File: config.mk
export PLATFORM = sky130hd
export DESIGN_NAME = memory_map_region_coalescer_flat
export DESIGN_NICKNAME = d
export VERILOG_FILES = /design/src/rtl/mmrc_pkg.sv /design/src/rtl/mmrc_req_if.sv /design/src/rtl/mmrc_rsp_if.sv /design/src/rtl/mmrc_front.sv /design/src/rtl/mmrc_back.sv /design/src/rtl/mmrc_rsp_queue.sv /design/src/rtl/memory_map_region_coalescer.sv /design/src/flat_wrapper.sv
export SDC_FILE = /design/constraint.sdc
export NUM_CORES = 2
export LEC_CHECK = 0
export BUFFER_PORTS_ARGS = -buffer_cell sky130_fd_sc_hd__buf_4
export CAP_MARGIN = 40
export CORE_MARGIN = 4
export CORE_UTILIZATION = 62
export CTS_CLUSTER_SIZE = 24
export DETAILED_ROUTE_END_ITERATION = 6
export PLACE_DENSITY = 0.9
export SLEW_MARGIN = 20
export SYNTH_ARGS = -nofsm -noshare
export SYNTH_HDL_FRONTEND = slang
export SYNTH_SLANG_ARGS = --single-unit
File: constraint.sdc
create_clock -name clock -period 15 [get_ports clock]
set_input_delay 0.75 -clock clock [delete_from_list [all_inputs] [get_ports clock]]
set_output_delay 0.75 -clock clock [all_outputs]
set_load 0.01 [all_outputs]
File: src/rtl/mmrc_pkg.sv
`timescale 1ns / 1ps
// Package for the memory map region coalescer: field widths, region classes,
// the UEFI type decoder and the item structs passed between the blocks.
// Depends on nothing.

package mmrc_pkg;

   // Fixed field widths.
   localparam int DESC_TYPE_W = 32;
   localparam int PHYS_W      = 52;
   localparam int PAGES_W     = 40;
   localparam int SIZE_W      = 53;
   localparam int SLOT_OUT_W  = 8;
   localparam int COUNT_W     = 9;
   localparam int PAGE_SHIFT  = 12;

   // Depth of the result queue in front of the output channel.
   localparam int RSP_DEPTH   = 4;

   // UEFI memory type numbers that map to a class other than reserved.
   localparam logic [DESC_TYPE_W-1:0] MT_LOADER_CODE    = 32'd1;
   localparam logic [DESC_TYPE_W-1:0] MT_LOADER_DATA    = 32'd2;
   localparam logic [DESC_TYPE_W-1:0] EFI_BS_CODE       = 32'd3;
   localparam logic [DESC_TYPE_W-1:0] EFI_BS_DATA       = 32'd4;
   localparam logic [DESC_TYPE_W-1:0] EFI_RT_CODE       = 32'd5;
   localparam logic [DESC_TYPE_W-1:0] EFI_RT_DATA       = 32'd6;
   localparam logic [DESC_TYPE_W-1:0] EFI_CONVENTIONAL  = 32'd7;
   localparam logic [DESC_TYPE_W-1:0] EFI_ACPI_RECLAIM  = 32'd9;
   localparam logic [DESC_TYPE_W-1:0] EFI_ACPI_NVS      = 32'd10;
   localparam logic [DESC_TYPE_W-1:0] EFI_MMIO          = 32'd11;
   localparam logic [DESC_TYPE_W-1:0] EFI_MMIO_PORT     = 32'd12;

   typedef enum logic [2:0] {
      CLS_RESERVED   = 3'd0,
      CLS_AVAILABLE  = 3'd1,
      CLS_BOOTLOADER = 3'd2,
      CLS_FIRMWARE   = 3'd3,
      CLS_ACPI       = 3'd4,
      CLS_MMIO       = 3'd5
   } region_class_type;

   // A classified descriptor as it waits between the front and the back.
   typedef struct packed {
      region_class_type     cls;
      logic                 usable;
      logic [PHYS_W-1:0]    start;
      logic [PAGES_W-1:0]   pages;
      logic                 last;
   } desc_item_type;

   // One result word.
   typedef struct packed {
      logic                  region_valid;
      logic [PHYS_W-1:0]     region_base;
      logic [SIZE_W-1:0]     region_size;
      region_class_type      region_class;
      logic [SLOT_OUT_W-1:0] region_slot;
      logic                  final_result;
      logic [PAGES_W-1:0]    usable_pages;
      logic [PAGES_W-1:0]    total_pages;
      logic [COUNT_W-1:0]    region_count;
      logic                  overflow;
   } rsp_item_type;

   // Map a UEFI memory type onto a region class; unknown types are reserved.
   function automatic region_class_type decode_class(input logic [DESC_TYPE_W-1:0] t);
      region_class_type c;
      unique case (t) inside
         MT_LOADER_DATA:                                       c = CLS_BOOTLOADER;
         MT_LOADER_CODE, EFI_BS_CODE, EFI_BS_DATA, EFI_CONVENTIONAL: c = CLS_AVAILABLE;
         EFI_RT_CODE, EFI_RT_DATA:                             c = CLS_FIRMWARE;
         EFI_ACPI_RECLAIM, EFI_ACPI_NVS:                       c = CLS_ACPI;
         EFI_MMIO, EFI_MMIO_PORT:                              c = CLS_MMIO;
         default:                                              c = CLS_RESERVED;
      endcase
      return c;
   endfunction

   // Saturating add of two page counts.
   function automatic logic [PAGES_W-1:0] sat_pages(input logic [PAGES_W-1:0] a,
                                                    input logic [PAGES_W-1:0] b);
      logic [PAGES_W:0] s;
      s = {1'b0, a} + {1'b0, b};
      return s[PAGES_W] ? {PAGES_W{1'b1}} : s[PAGES_W-1:0];
   endfunction

endpackage

File: src/rtl/mmrc_req_if.sv
`timescale 1ns / 1ps
// Descriptor channel: valid/ready handshake plus one memory descriptor.
// Depends on mmrc_pkg.

interface mmrc_req_if;
   import mmrc_pkg::*;

   logic                   valid;
   logic                   ready;
   logic [DESC_TYPE_W-1:0] desc_type;
   logic [PHYS_W-1:0]      phys_start;
   logic [PAGES_W-1:0]     page_count;
   logic                   is_last_desc;

   modport source (output valid, output desc_type, output phys_start,
                   output page_count, output is_last_desc, input ready);
   modport sink   (input valid, input desc_type, input phys_start,
                   input page_count, input is_last_desc, output ready);
endinterface

File: src/rtl/mmrc_rsp_if.sv
`timescale 1ns / 1ps
// Result channel: valid/ready handshake plus one region or final report.
// Depends on mmrc_pkg.

interface mmrc_rsp_if;
   import mmrc_pkg::*;

   logic                  valid;
   logic                  ready;
   logic                  region_valid;
   logic [PHYS_W-1:0]     region_base;
   logic [SIZE_W-1:0]     region_size;
   logic [2:0]            region_class;
   logic [SLOT_OUT_W-1:0] region_slot;
   logic                  final_result;
   logic [PAGES_W-1:0]    usable_pages;
   logic [PAGES_W-1:0]    total_pages;
   logic [COUNT_W-1:0]    region_count;
   logic                  overflow;

   modport source (output valid, output region_valid, output region_base,
                   output region_size, output region_class, output region_slot,
                   output final_result, output usable_pages, output total_pages,
                   output region_count, output overflow, input ready);
   modport sink   (input valid, input region_valid, input region_base,
                   input region_size, input region_class, input region_slot,
                   input final_result, input usable_pages, input total_pages,
                   input region_count, input overflow, output ready);
endinterface

File: src/rtl/mmrc_front.sv
`timescale 1ns / 1ps
// Front end: accepts descriptors, classifies them and holds them in a
// two-entry queue for the back end. Depends on mmrc_pkg and mmrc_req_if.

module mmrc_front #(
   parameter int ADDR_BITS = 52
) (
   input  logic                   clock,
   input  logic                   reset,
   mmrc_req_if.sink               req,
   output logic                   q_valid,
   input  logic                   q_ready,
   output mmrc_pkg::desc_item_type q_item
);
   import mmrc_pkg::*;

   localparam int FQ_DEPTH      = 2;
   localparam int FQ_PTR_W      = $clog2(FQ_DEPTH);
   localparam int FQ_CNT_W      = $clog2(FQ_DEPTH + 1);
   localparam int EFF_ADDR_BITS = (ADDR_BITS < PHYS_W) ? ADDR_BITS : PHYS_W;
   localparam logic [PHYS_W-1:0] ADDR_MASK =
      {PHYS_W{1'b1}} >> (PHYS_W - EFF_ADDR_BITS);

   desc_item_type        ent_ff [FQ_DEPTH];
   desc_item_type        item_in;
   logic [FQ_PTR_W-1:0]  wr_ptr_ff, wr_ptr_in;
   logic [FQ_PTR_W-1:0]  rd_ptr_ff, rd_ptr_in;
   logic [FQ_CNT_W-1:0]  cnt_ff, cnt_in;
   logic                 push;
   logic                 pop;

   // Classify the incoming descriptor.
   always_comb begin
      item_in.cls    = decode_class(req.desc_type);
      item_in.usable = (item_in.cls == CLS_AVAILABLE) || (item_in.cls == CLS_BOOTLOADER);
      item_in.start  = req.phys_start & ADDR_MASK;
      item_in.pages  = req.page_count;
      item_in.last   = req.is_last_desc;
   end

   // Queue handshakes.
   assign req.ready = (cnt_ff != FQ_CNT_W'(FQ_DEPTH));
   assign push      = req.valid && req.ready;
   assign q_valid   = (cnt_ff != '0);
   assign pop       = q_valid && q_ready;
   assign q_item    = ent_ff[rd_ptr_ff];

   // Pointer and fill count update.
   always_comb begin
      wr_ptr_in = push ? wr_ptr_ff + FQ_PTR_W'(1) : wr_ptr_ff;
      rd_ptr_in = pop  ? rd_ptr_ff + FQ_PTR_W'(1) : rd_ptr_ff;
      cnt_in    = cnt_ff + FQ_CNT_W'(push) - FQ_CNT_W'(pop);
   end

   always_ff @(posedge clock) begin
      if (reset) begin
         wr_ptr_ff <= '0;
         rd_ptr_ff <= '0;
         cnt_ff    <= '0;
      end else begin
         wr_ptr_ff <= wr_ptr_in;
         rd_ptr_ff <= rd_ptr_in;
         cnt_ff    <= cnt_in;
      end
   end

   // Queue storage.
   always_ff @(posedge clock) begin
      if (push) begin
         ent_ff[wr_ptr_ff] <= item_in;
      end
   end

endmodule

File: src/rtl/mmrc_back.sv
`timescale 1ns / 1ps
// Back end: keeps the open run, the page sums and the slot count, merges
// touching descriptors and produces up to two result words per descriptor.
// Depends on mmrc_pkg.

module mmrc_back #(
   parameter int MAX_REGIONS = 256
) (
   input  logic                        clock,
   input  logic                        reset,
   input  logic                        csr_wr_en,
   input  logic [mmrc_pkg::COUNT_W-1:0] csr_wr_data,
   input  logic                        q_valid,
   output logic                        q_ready,
   input  mmrc_pkg::desc_item_type     q_item,
   input  logic                        out_room,
   output logic [1:0]                  push_cnt,
   output mmrc_pkg::rsp_item_type      out0,
   output mmrc_pkg::rsp_item_type      out1
);
   import mmrc_pkg::*;

   localparam int SLOT_W0 = $clog2(MAX_REGIONS + 1);
   localparam int SLOT_W  = (SLOT_W0 > COUNT_W) ? SLOT_W0 : COUNT_W;
   localparam logic [SLOT_W-1:0] MAX_SLOTS = SLOT_W'(MAX_REGIONS);

   // Control state.
   logic [COUNT_W-1:0] first_slot_ff, first_slot_in;
   logic [SLOT_W-1:0]  slots_ff, slots_in;
   logic               run_valid_ff, run_valid_in;
   logic [PAGES_W-1:0] usable_ff, usable_in;
   logic [PAGES_W-1:0] unusable_ff, unusable_in;
   logic               stopped_ff, stopped_in;
   // Run payload, read only while run_valid_ff is set.
   logic [PHYS_W-1:0]  run_base_ff, run_base_in;
   logic [SIZE_W-1:0]  run_bytes_ff, run_bytes_in;
   region_class_type   run_class_ff, run_class_in;

   logic               take;
   logic               in_range;
   logic               process;
   logic               merge;
   logic [SIZE_W-1:0]  bytes;
   logic [SIZE_W:0]    run_end;
   logic [SIZE_W:0]    grown;
   logic               emit_a;
   logic               emit_f;
   logic               ovf_f;
   logic               stopped_mid;
   logic               run_valid_mid;
   logic [PHYS_W-1:0]  base_mid;
   logic [SIZE_W-1:0]  bytes_mid;
   region_class_type   class_mid;
   logic [SLOT_W-1:0]  slots_mid;
   logic [SLOT_W-1:0]  slots_fin;
   logic [PAGES_W-1:0] usable_mid;
   logic [PAGES_W-1:0] unusable_mid;
   rsp_item_type       res_a;
   rsp_item_type       res_f;

   assign q_ready = out_room;
   assign take    = q_valid && q_ready;

   // Range check, contiguity and the saturating run growth.
   always_comb begin
      bytes    = {1'b0, q_item.pages, {PAGE_SHIFT{1'b0}}};
      run_end  = {2'b00, run_base_ff} + {1'b0, run_bytes_ff};
      grown    = {1'b0, run_bytes_ff} + {1'b0, bytes};
      in_range = (slots_ff < MAX_SLOTS);
      process  = in_range && !stopped_ff;
      merge    = run_valid_ff && (run_class_ff == q_item.cls)
                 && (run_end == {2'b00, q_item.start});
   end

   // State after this descriptor, before any final flush.
   always_comb begin
      stopped_mid   = stopped_ff || !in_range;
      run_valid_mid = run_valid_ff;
      base_mid      = run_base_ff;
      bytes_mid     = run_bytes_ff;
      class_mid     = run_class_ff;
      slots_mid     = slots_ff;
      usable_mid    = usable_ff;
      unusable_mid  = unusable_ff;
      emit_a        = 1'b0;
      if (process) begin
         if (q_item.usable) begin
            usable_mid = sat_pages(usable_ff, q_item.pages);
         end else begin
            unusable_mid = sat_pages(unusable_ff, q_item.pages);
         end
         if (merge) begin
            bytes_mid = grown[SIZE_W] ? {SIZE_W{1'b1}} : grown[SIZE_W-1:0];
         end else begin
            emit_a        = run_valid_ff;
            slots_mid     = slots_ff + SLOT_W'(run_valid_ff);
            run_valid_mid = 1'b1;
            base_mid      = q_item.start;
            bytes_mid     = bytes;
            class_mid     = q_item.cls;
         end
      end
      emit_f    = run_valid_mid && (slots_mid < MAX_SLOTS);
      ovf_f     = stopped_mid || (run_valid_mid && !emit_f);
      slots_fin = slots_mid + SLOT_W'(emit_f);
   end

   // Result words: a region closed by this descriptor, and the final report.
   always_comb begin
      res_a.region_valid = 1'b1;
      res_a.region_base  = run_base_ff;
      res_a.region_size  = run_bytes_ff;
      res_a.region_class = run_class_ff;
      res_a.region_slot  = slots_ff[SLOT_OUT_W-1:0];
      res_a.final_result = 1'b0;
      res_a.usable_pages = usable_mid;
      res_a.total_pages  = sat_pages(usable_mid, unusable_mid);
      res_a.region_count = slots_mid[COUNT_W-1:0];
      res_a.overflow     = 1'b0;

      res_f.region_valid = emit_f;
      res_f.region_base  = emit_f ? base_mid : '0;
      res_f.region_size  = emit_f ? bytes_mid : '0;
      res_f.region_class = emit_f ? class_mid : CLS_RESERVED;
      res_f.region_slot  = emit_f ? slots_mid[SLOT_OUT_W-1:0] : '0;
      res_f.final_result = 1'b1;
      res_f.usable_pages = usable_mid;
      res_f.total_pages  = sat_pages(usable_mid, unusable_mid);
      res_f.region_count = slots_fin[COUNT_W-1:0];
      res_f.overflow     = ovf_f;

      out0     = emit_a ? res_a : res_f;
      out1     = res_f;
      push_cnt = take ? (2'(emit_a) + 2'(q_item.last)) : 2'd0;
   end

   // Next state: advance on a descriptor, restart the map after the last one; a CSR write reloads the slots.
   always_comb begin
      first_slot_in = first_slot_ff;
      slots_in      = slots_ff;
      run_valid_in  = run_valid_ff;
      usable_in     = usable_ff;
      unusable_in   = unusable_ff;
      stopped_in    = stopped_ff;
      run_base_in   = run_base_ff;
      run_bytes_in  = run_bytes_ff;
      run_class_in  = run_class_ff;
      if (take) begin
         run_base_in  = base_mid;
         run_bytes_in = bytes_mid;
         run_class_in = class_mid;
         if (q_item.last) begin
            slots_in     = SLOT_W'(first_slot_ff);
            run_valid_in = 1'b0;
            usable_in    = '0;
            unusable_in  = '0;
            stopped_in   = 1'b0;
         end else begin
            slots_in     = slots_mid;
            run_valid_in = run_valid_mid;
            usable_in    = usable_mid;
            unusable_in  = unusable_mid;
            stopped_in   = stopped_mid;
         end
      end
      if (csr_wr_en) begin
         first_slot_in = csr_wr_data;
         slots_in      = SLOT_W'(csr_wr_data);
      end
   end

   always_ff @(posedge clock) begin
      if (reset) begin
         first_slot_ff <= '0;
         slots_ff      <= '0;
         run_valid_ff  <= 1'b0;
         usable_ff     <= '0;
         unusable_ff   <= '0;
         stopped_ff    <= 1'b0;
      end else begin
         first_slot_ff <= first_slot_in;
         slots_ff      <= slots_in;
         run_valid_ff  <= run_valid_in;
         usable_ff     <= usable_in;
         unusable_ff   <= unusable_in;
         stopped_ff    <= stopped_in;
      end
   end

   always_ff @(posedge clock) begin
      run_base_ff  <= run_base_in;
      run_bytes_ff <= run_bytes_in;
      run_class_ff <= run_class_in;
   end

`ifndef SYNTHESIS
   // The map state is back at its start once the last descriptor is taken.
   assert property (@(posedge clock) disable iff (reset)
      take && q_item.last && !csr_wr_en |=> !run_valid_ff && !stopped_ff
                                            && usable_ff == '0 && unusable_ff == '0)
      else $error("map state not restarted after last descriptor");

   // A region is only stored into a slot below the limit.
   assert property (@(posedge clock) disable iff (reset)
      take && emit_a |-> slots_ff < MAX_SLOTS)
      else $error("region stored beyond slot limit");
`endif

endmodule

File: src/rtl/mmrc_rsp_queue.sv
`timescale 1ns / 1ps
// Result queue: takes up to two result words per cycle from the back end
// and hands one word per cycle to the result channel while it is ready.
// Depends on mmrc_pkg and mmrc_rsp_if.

module mmrc_rsp_queue (
   input  logic                   clock,
   input  logic                   reset,
   input  logic [1:0]             push_cnt,
   input  mmrc_pkg::rsp_item_type in0,
   input  mmrc_pkg::rsp_item_type in1,
   output logic                   out_room,
   mmrc_rsp_if.source             rsp
);
   import mmrc_pkg::*;

   localparam int PTR_W = $clog2(RSP_DEPTH);
   localparam int CNT_W = $clog2(RSP_DEPTH + 1);

   rsp_item_type      mem_ff [RSP_DEPTH];
   rsp_item_type      head;
   logic [PTR_W-1:0]  wr_ptr_ff, wr_ptr_in;
   logic [PTR_W-1:0]  rd_ptr_ff, rd_ptr_in;
   logic [PTR_W-1:0]  wr_ptr_nxt;
   logic [CNT_W-1:0]  cnt_ff, cnt_in;
   logic              pop;

   // Room for two words regardless of what leaves this cycle.
   assign out_room   = (cnt_ff <= CNT_W'(RSP_DEPTH - 2));
   assign pop        = rsp.valid && rsp.ready;
   assign wr_ptr_nxt = wr_ptr_ff + PTR_W'(1);

   always_comb begin
      wr_ptr_in = wr_ptr_ff + PTR_W'(push_cnt);
      rd_ptr_in = pop ? rd_ptr_ff + PTR_W'(1) : rd_ptr_ff;
      cnt_in    = cnt_ff + CNT_W'(push_cnt) - CNT_W'(pop);
   end

   always_ff @(posedge clock) begin
      if (reset) begin
         wr_ptr_ff <= '0;
         rd_ptr_ff <= '0;
         cnt_ff    <= '0;
      end else begin
         wr_ptr_ff <= wr_ptr_in;
         rd_ptr_ff <= rd_ptr_in;
         cnt_ff    <= cnt_in;
      end
   end

   // Storage: the first word lands at the write pointer, the second after it.
   always_ff @(posedge clock) begin
      if (push_cnt != 2'd0) begin
         mem_ff[wr_ptr_ff] <= in0;
      end
      if (push_cnt == 2'd2) begin
         mem_ff[wr_ptr_nxt] <= in1;
      end
   end

   // Drive the result channel from the head entry.
   assign head              = mem_ff[rd_ptr_ff];
   assign rsp.valid         = (cnt_ff != '0);
   assign rsp.region_valid  = head.region_valid;
   assign rsp.region_base   = head.region_base;
   assign rsp.region_size   = head.region_size;
   assign rsp.region_class  = head.region_class;
   assign rsp.region_slot   = head.region_slot;
   assign rsp.final_result  = head.final_result;
   assign rsp.usable_pages  = head.usable_pages;
   assign rsp.total_pages   = head.total_pages;
   assign rsp.region_count  = head.region_count;
   assign rsp.overflow      = head.overflow;

`ifndef SYNTHESIS
   // Words are pushed only when two entries are free.
   assert property (@(posedge clock) disable iff (reset)
      push_cnt != 2'd0 |-> cnt_ff <= CNT_W'(RSP_DEPTH - 2))
      else $error("result queue pushed without room");

   // The fill count follows pushes and pops exactly.
   assert property (@(posedge clock) disable iff (reset)
      1'b1 |=> cnt_ff == $past(cnt_ff) + CNT_W'($past(push_cnt)) - CNT_W'($past(pop)))
      else $error("result queue count out of step");
`endif

endmodule

File: src/rtl/memory_map_region_coalescer.sv
`timescale 1ns / 1ps
// Top level of the memory map region coalescer: front end, back end and
// result queue. Depends on mmrc_pkg, mmrc_req_if, mmrc_rsp_if and submodules.
//
//   Channel   Direction  Handshake       Word
//   req_chan  in         valid / ready   one UEFI memory descriptor
//   rsp_chan  out        valid / ready   one merged region or final report
//   csr_*     in         write enable    first_region_slot
//
// One descriptor is taken per cycle while the result queue has room for two
// words; the back end updates the open run and writes its words into the
// result queue as it takes a descriptor. A last descriptor that closes a run
// yields two words, which the result queue drains at one word per cycle while
// the result channel is ready; only such descriptors then slow the rate.
// Reset is synchronous and clears all control state. Either side may stall:
// the two-entry descriptor queue and the four-entry result queue absorb it.

module memory_map_region_coalescer #(
   parameter int MAX_REGIONS = 256,
   parameter int ADDR_BITS   = 52
) (
   input  logic                         clock,
   input  logic                         reset,
   mmrc_req_if.sink                     req_chan,
   mmrc_rsp_if.source                   rsp_chan,
   input  logic                         csr_wr_en,
   input  logic [mmrc_pkg::COUNT_W-1:0] csr_wr_data
);
   import mmrc_pkg::*;

   logic          q_valid;
   logic          q_ready;
   desc_item_type q_item;
   logic          out_room;
   logic [1:0]    push_cnt;
   rsp_item_type  out0;
   rsp_item_type  out1;

   mmrc_front #(
      .ADDR_BITS (ADDR_BITS)
   ) u_front (
      .clock   (clock),
      .reset   (reset),
      .req     (req_chan),
      .q_valid (q_valid),
      .q_ready (q_ready),
      .q_item  (q_item)
   );

   mmrc_back #(
      .MAX_REGIONS (MAX_REGIONS)
   ) u_back (
      .clock       (clock),
      .reset       (reset),
      .csr_wr_en   (csr_wr_en),
      .csr_wr_data (csr_wr_data),
      .q_valid     (q_valid),
      .q_ready     (q_ready),
      .q_item      (q_item),
      .out_room    (out_room),
      .push_cnt    (push_cnt),
      .out0        (out0),
      .out1        (out1)
   );

   mmrc_rsp_queue u_rsp_queue (
      .clock    (clock),
      .reset    (reset),
      .push_cnt (push_cnt),
      .in0      (out0),
      .in1      (out1),
      .out_room (out_room),
      .rsp      (rsp_chan)
   );

endmodule

File: src/flat_wrapper.sv
// flat-port wrapper written by rule: the top's interface ports become plain ports
module memory_map_region_coalescer_flat import mmrc_pkg::*;
#(
   parameter int MAX_REGIONS = 256,
   parameter int ADDR_BITS   = 52
)
  (clock, reset, csr_wr_en, csr_wr_data, req_chan_valid, req_chan_desc_type, req_chan_phys_start, req_chan_page_count, req_chan_is_last_desc, req_chan_ready, rsp_chan_valid, rsp_chan_region_valid, rsp_chan_region_base, rsp_chan_region_size, rsp_chan_region_class, rsp_chan_region_slot, rsp_chan_final_result, rsp_chan_usable_pages, rsp_chan_total_pages, rsp_chan_region_count, rsp_chan_overflow, rsp_chan_ready);
  mmrc_req_if req_chan_i ();
  mmrc_rsp_if rsp_chan_i ();
  input  logic clock;
  input  logic reset;
  input  logic csr_wr_en;
  input  logic [mmrc_pkg::COUNT_W-1:0] csr_wr_data;
  input wire logic [$bits(req_chan_i.valid)-1:0] req_chan_valid;
  input wire logic [$bits(req_chan_i.desc_type)-1:0] req_chan_desc_type;
  input wire logic [$bits(req_chan_i.phys_start)-1:0] req_chan_phys_start;
  input wire logic [$bits(req_chan_i.page_count)-1:0] req_chan_page_count;
  input wire logic [$bits(req_chan_i.is_last_desc)-1:0] req_chan_is_last_desc;
  output wire logic [$bits(req_chan_i.ready)-1:0] req_chan_ready;
  output wire logic [$bits(rsp_chan_i.valid)-1:0] rsp_chan_valid;
  output wire logic [$bits(rsp_chan_i.region_valid)-1:0] rsp_chan_region_valid;
  output wire logic [$bits(rsp_chan_i.region_base)-1:0] rsp_chan_region_base;
  output wire logic [$bits(rsp_chan_i.region_size)-1:0] rsp_chan_region_size;
  output wire logic [$bits(rsp_chan_i.region_class)-1:0] rsp_chan_region_class;
  output wire logic [$bits(rsp_chan_i.region_slot)-1:0] rsp_chan_region_slot;
  output wire logic [$bits(rsp_chan_i.final_result)-1:0] rsp_chan_final_result;
  output wire logic [$bits(rsp_chan_i.usable_pages)-1:0] rsp_chan_usable_pages;
  output wire logic [$bits(rsp_chan_i.total_pages)-1:0] rsp_chan_total_pages;
  output wire logic [$bits(rsp_chan_i.region_count)-1:0] rsp_chan_region_count;
  output wire logic [$bits(rsp_chan_i.overflow)-1:0] rsp_chan_overflow;
  input wire logic [$bits(rsp_chan_i.ready)-1:0] rsp_chan_ready;
  assign req_chan_i.valid = req_chan_valid;
  assign req_chan_i.desc_type = req_chan_desc_type;
  assign req_chan_i.phys_start = req_chan_phys_start;
  assign req_chan_i.page_count = req_chan_page_count;
  assign req_chan_i.is_last_desc = req_chan_is_last_desc;
  assign req_chan_ready = req_chan_i.ready;
  assign rsp_chan_valid = rsp_chan_i.valid;
  assign rsp_chan_region_valid = rsp_chan_i.region_valid;
  assign rsp_chan_region_base = rsp_chan_i.region_base;
  assign rsp_chan_region_size = rsp_chan_i.region_size;
  assign rsp_chan_region_class = rsp_chan_i.region_class;
  assign rsp_chan_region_slot = rsp_chan_i.region_slot;
  assign rsp_chan_final_result = rsp_chan_i.final_result;
  assign rsp_chan_usable_pages = rsp_chan_i.usable_pages;
  assign rsp_chan_total_pages = rsp_chan_i.total_pages;
  assign rsp_chan_region_count = rsp_chan_i.region_count;
  assign rsp_chan_overflow = rsp_chan_i.overflow;
  assign rsp_chan_i.ready = rsp_chan_ready;
  memory_map_region_coalescer #(.MAX_REGIONS(MAX_REGIONS), .ADDR_BITS(ADDR_BITS)) u_core (.clock(clock), .reset(reset), .req_chan(req_chan_i), .rsp_chan(rsp_chan_i), .csr_wr_en(csr_wr_en), .csr_wr_data(csr_wr_data));
endmodule
==> results.py <==
metrics = {
    "floorplan": {
        "die_w_um": 338,
        "dieArea_um2": 114000,
        "initial_core_util_pct": 62.7,
        "rows": 120,
        "core_area_um2": 108000,
        "die_y_um": 338,
        "pin_count": 349,
    },
    "critical_path": {
        "startpoint_type": "flip-flop",
        "slowest_delay_ns": 0.71,
        "worstPathRequired_ns": 15.49,
        "path_class": "reg -> reg",
        "cp-end-kind": "flip-flop",
        "slowest_stage": "dfxtp_4",
        "cp_common_cell": "nor3_1",
        "crit_fanout": 43,
        "arrival_ns": 9.86,
    },
    "global_route": {
        "grt_pass1_vias": 51600,
        "gr-usage-met2_pct": 56.6,
        "use_met1_pct": 51.5,
        "grt_pass1_wl_um": 323000,
        "busiest_layer": "met2",
        "grt_max_degree": 93,
        "gr-total-overflow": 0,
        "antenna_found_initial": 3,
        "met3_usage_pct": 10.2,
        "groute.usage.overall_pct": 37.8,
    },
    "run_status": {
        "failed_checks": "design-rule violations",
        "outcome": "finished with violations",
    },
    "sta": {
        "tightest_slew_ns": 1.02,
        "max_freq_ghz": 0.107,
        "period_share_pct": 62.5,
        "slew_headroom_pct": 31.5,
        "rsz0062_at_grt": "no",
        "hold_viol": 0,
        "period_needed_ns": 9.37,
        "finalSetupViolations": 0,
        "fin_skew_ns": 0.0395,
        "setup-tns-final_ns": 0,
        "drv_slew": 0,
    },
    "power_and_ir_drop": {
        "comb_power_share_pct": 53.7,
        "cellLeakagePower_uw": 0.0279,
        "switchingPower_uw": 8450,
        "swShare_pct": 45.8,
        "p_clk_share_pct": 17.8,
        "seqPwrFrac_pct": 28.5,
        "powerDensity_nw_per_um2": 242,
        "ir_worst_vdd_mv": 0.134,
        "p_int_uw": 9980,
    },
    "yosys": {
        "synth_warnings": 0,
        "syn_nets": 6161,
        "ys.flop_type": "edfxtp_1",
        "yosys-top-cells-count": "edfxtp_1 (1130), nor2_1 (618), nand2_1 (505)",
        "synth_most_common_cell": "edfxtp_1",
        "synth_top_area_share_pct": 50.4,
        "avgSynthCellArea_um2": 11.6,
        "synth_cell_types": 93,
        "syn_area_um2": 67400,
        "ys_seq_area_share_pct": 53.9,
        "synth_top_area_cell": "edfxtp_1",
        "ys_top_cells_by_area": "edfxtp_1 (50%), mux4_2 (7.0%), ha_1 (4.1%)",
        "synth-async-reset-ratio_pct": 0,
        "synth-edff-count": 1130,
        "ys_ff_latch": 1248,
        "syn_inst": 5794,
    },
    "cells_and_area": {
        "drive_gt1_share_pct": 15.8,
        "n_antenna_cell": 0,
        "nNetsFinal": 6393,
        "area_delta_synth_final_pct": 12.9,
        "stdcell_area_um2": 76000,
    },
    "cts": {
        "post_cts_resized": 0,
        "clk_pin_slew_ns": 0.07,
        "cts_buffers": 131,
        "h-tree-depth": 4,
        "cts.sinks": 1248,
        "clock_path_buffers": 3,
        "post_cts_buffers": 0,
        "cts-root-buf": "clkbuf_16",
        "hold_buffers": 0,
        "clock_latency_ns": 0.78,
        "cts_tree": "built",
    },
    "route": {
        "drtPass1Iterations": 7,
        "ant_nets": 0,
        "vias_per_cell": 7.20,
        "vias": 54300,
        "first_iter_violations": 9726,
        "wl_per_cell_um": 29.4,
        "routed_wl_um": 222000,
        "route.detailed.drc": 1,
    },
    "hold_path": {
        "hp-class": "in -> reg",
    },
    "placement": {
        "routabilityCongestion": 0.991,
        "hpwl_um": 147000,
        "port_buffers": 348,
        "placed_area_um2": 71500,
    },
    "job": {
        "drv_cap": 0,
    },
}
==> state kept, by name, summed over array words and instances (netlist names), named ones only <==
| name | count |
|---|---|
| u_core.u_back.unusable_ff | 40 |
| u_core.u_back.run_base_ff | 52 |
| u_core.u_rsp_queue.wr_ptr_ff | 2 |
| u_core.u_rsp_queue.rd_ptr_ff | 2 |
| u_core.u_front.cnt_ff | 2 |
| u_core.u_back.first_slot_ff | 9 |
| u_core.u_rsp_queue.mem_ff | 832 |
| u_core.u_back.usable_ff | 40 |
| u_core.u_rsp_queue.cnt_ff | 3 |
| u_core.u_back.slots_ff | 9 |
| u_core.u_back.run_class_ff | 3 |
| u_core.u_front.ent_ff | 194 |
| u_core.u_back.stopped_ff | 1 |
| u_core.u_front.wr_ptr_ff | 1 |
| u_core.u_front.rd_ptr_ff | 1 |
| u_core.u_back.run_valid_ff | 1 |
| u_core.u_back.run_bytes_ff | 53 |
==> placed cells by master (no fill, tap or decap), drive strengths merged, types with 177 or more instances in the layout <==
| cell type | count |
|---|---|
| buf | 455 |
| ha | 222 |
| mux4 | 208 |
| edfxtp | 1130 |
| a21oi | 330 |
| o21ai | 382 |
| a22o | 237 |
| nand2 | 516 |
| nor2 | 618 |
| inv | 177 |
==> power groups by stage <==
stage	combinational, uW	clock [uW]	sequential, uW
floorplan	6280	0	5050
global placement	9130	0	5210
detailed placement	9400	0	5260
CTS	9530	3260	5200
global route	10400	3420	5270
finish	9890	3280	5240
==> metrics by stage <==
stage	hold WS, ns	total power (uW)	std cells	util [%]	setup slack [ns]
2_1_floorplan	0.449	11300	5794	-	4.26
3_3_place_gp	0.469	14300	7256	66.1	5.99
3_5_place_dp	0.478	14700	7283	66.5	6.08
4_1_cts	0.135	18000	7522	70.5	5.94
5_1_grt	0.145	19100	7535	70.7	5.30
6_report	0.156	18400	7535	70.7	5.63
==> worst max-delay path: cells and delay by family, from the launching register on <==
| kind | cells | cell delay (ns) |
|---|---|---|
| buffers and inverters | 4 | 1.51 |
| DFF | 1 | 0.71 |
| adders and majority gates | 2 | 0.72 |
| and+or+nand+nor | 11 | 2.24 |
| muxes | 1 | 0.43 |
| AOI/OAI and AO/OA | 12 | 3.39 |
==> area by class of cell <==
| class | count | area [um2] |
|---|---|---|
| flip-flops and latches | 1248 | 36300 |
| fillers | 6944 | 31500 |
| multi-input cells | 4018 | 29100 |
| repair buffers | 457 | 3900 |
| clock buffers | 163 | 3510 |
| well taps | 1403 | 1760 |
| clock inverters | 76 | 761 |
| inverters | 170 | 674 |
==> cells by family after synthesis <==
kind of cell               share of synthesized area, %
buffers and inverters                              3.08
DFF                                                53.9
adders and majority gates                          4.33
muxes                                              9.03
AOI/OAI and AO/OA                                  15.8
xor gates and xnor gates                           3.05
and+or+nand+nor                                    10.8
==> path summary, 6_finish.rpt <==
check / start / endpoint / slack (ns) / depth (start not counted)
worst max-delay path: flip-flop / u_core.u_rsp_queue.mem_ff[2][48]$_DFFE_PP_ / 5.63 / 30
worst min-delay path: req_chan_phys_start[10] / u_core.u_front.ent_ff[1][51]$_DFFE_PP_ / 0.16 / 1
worst max register to register: flip-flop / u_core.u_rsp_queue.mem_ff[2][48]$_DFFE_PP_ / 5.63 / 30
worst min register to register: u_core.u_back.first_slot_ff[3]$_SDFFE_PP0P_ / u_core.u_back.first_slot_ff[3]$_SDFFE_PP0P_ / 0.50 / 2
==> metal layers <==
metal / wire length [um] / part of all wire [%] / vias to the layer above
li1: - / - / 22500
met2: 98400 / 44 / 5033
met5: 13 / 0.0059 / -
met4: 12500 / 5.6 / 2
met1: 77500 / 35 / 25900
met3: 33100 / 15 / 867
Note: power is estimated with default switching activity, not from simulation.
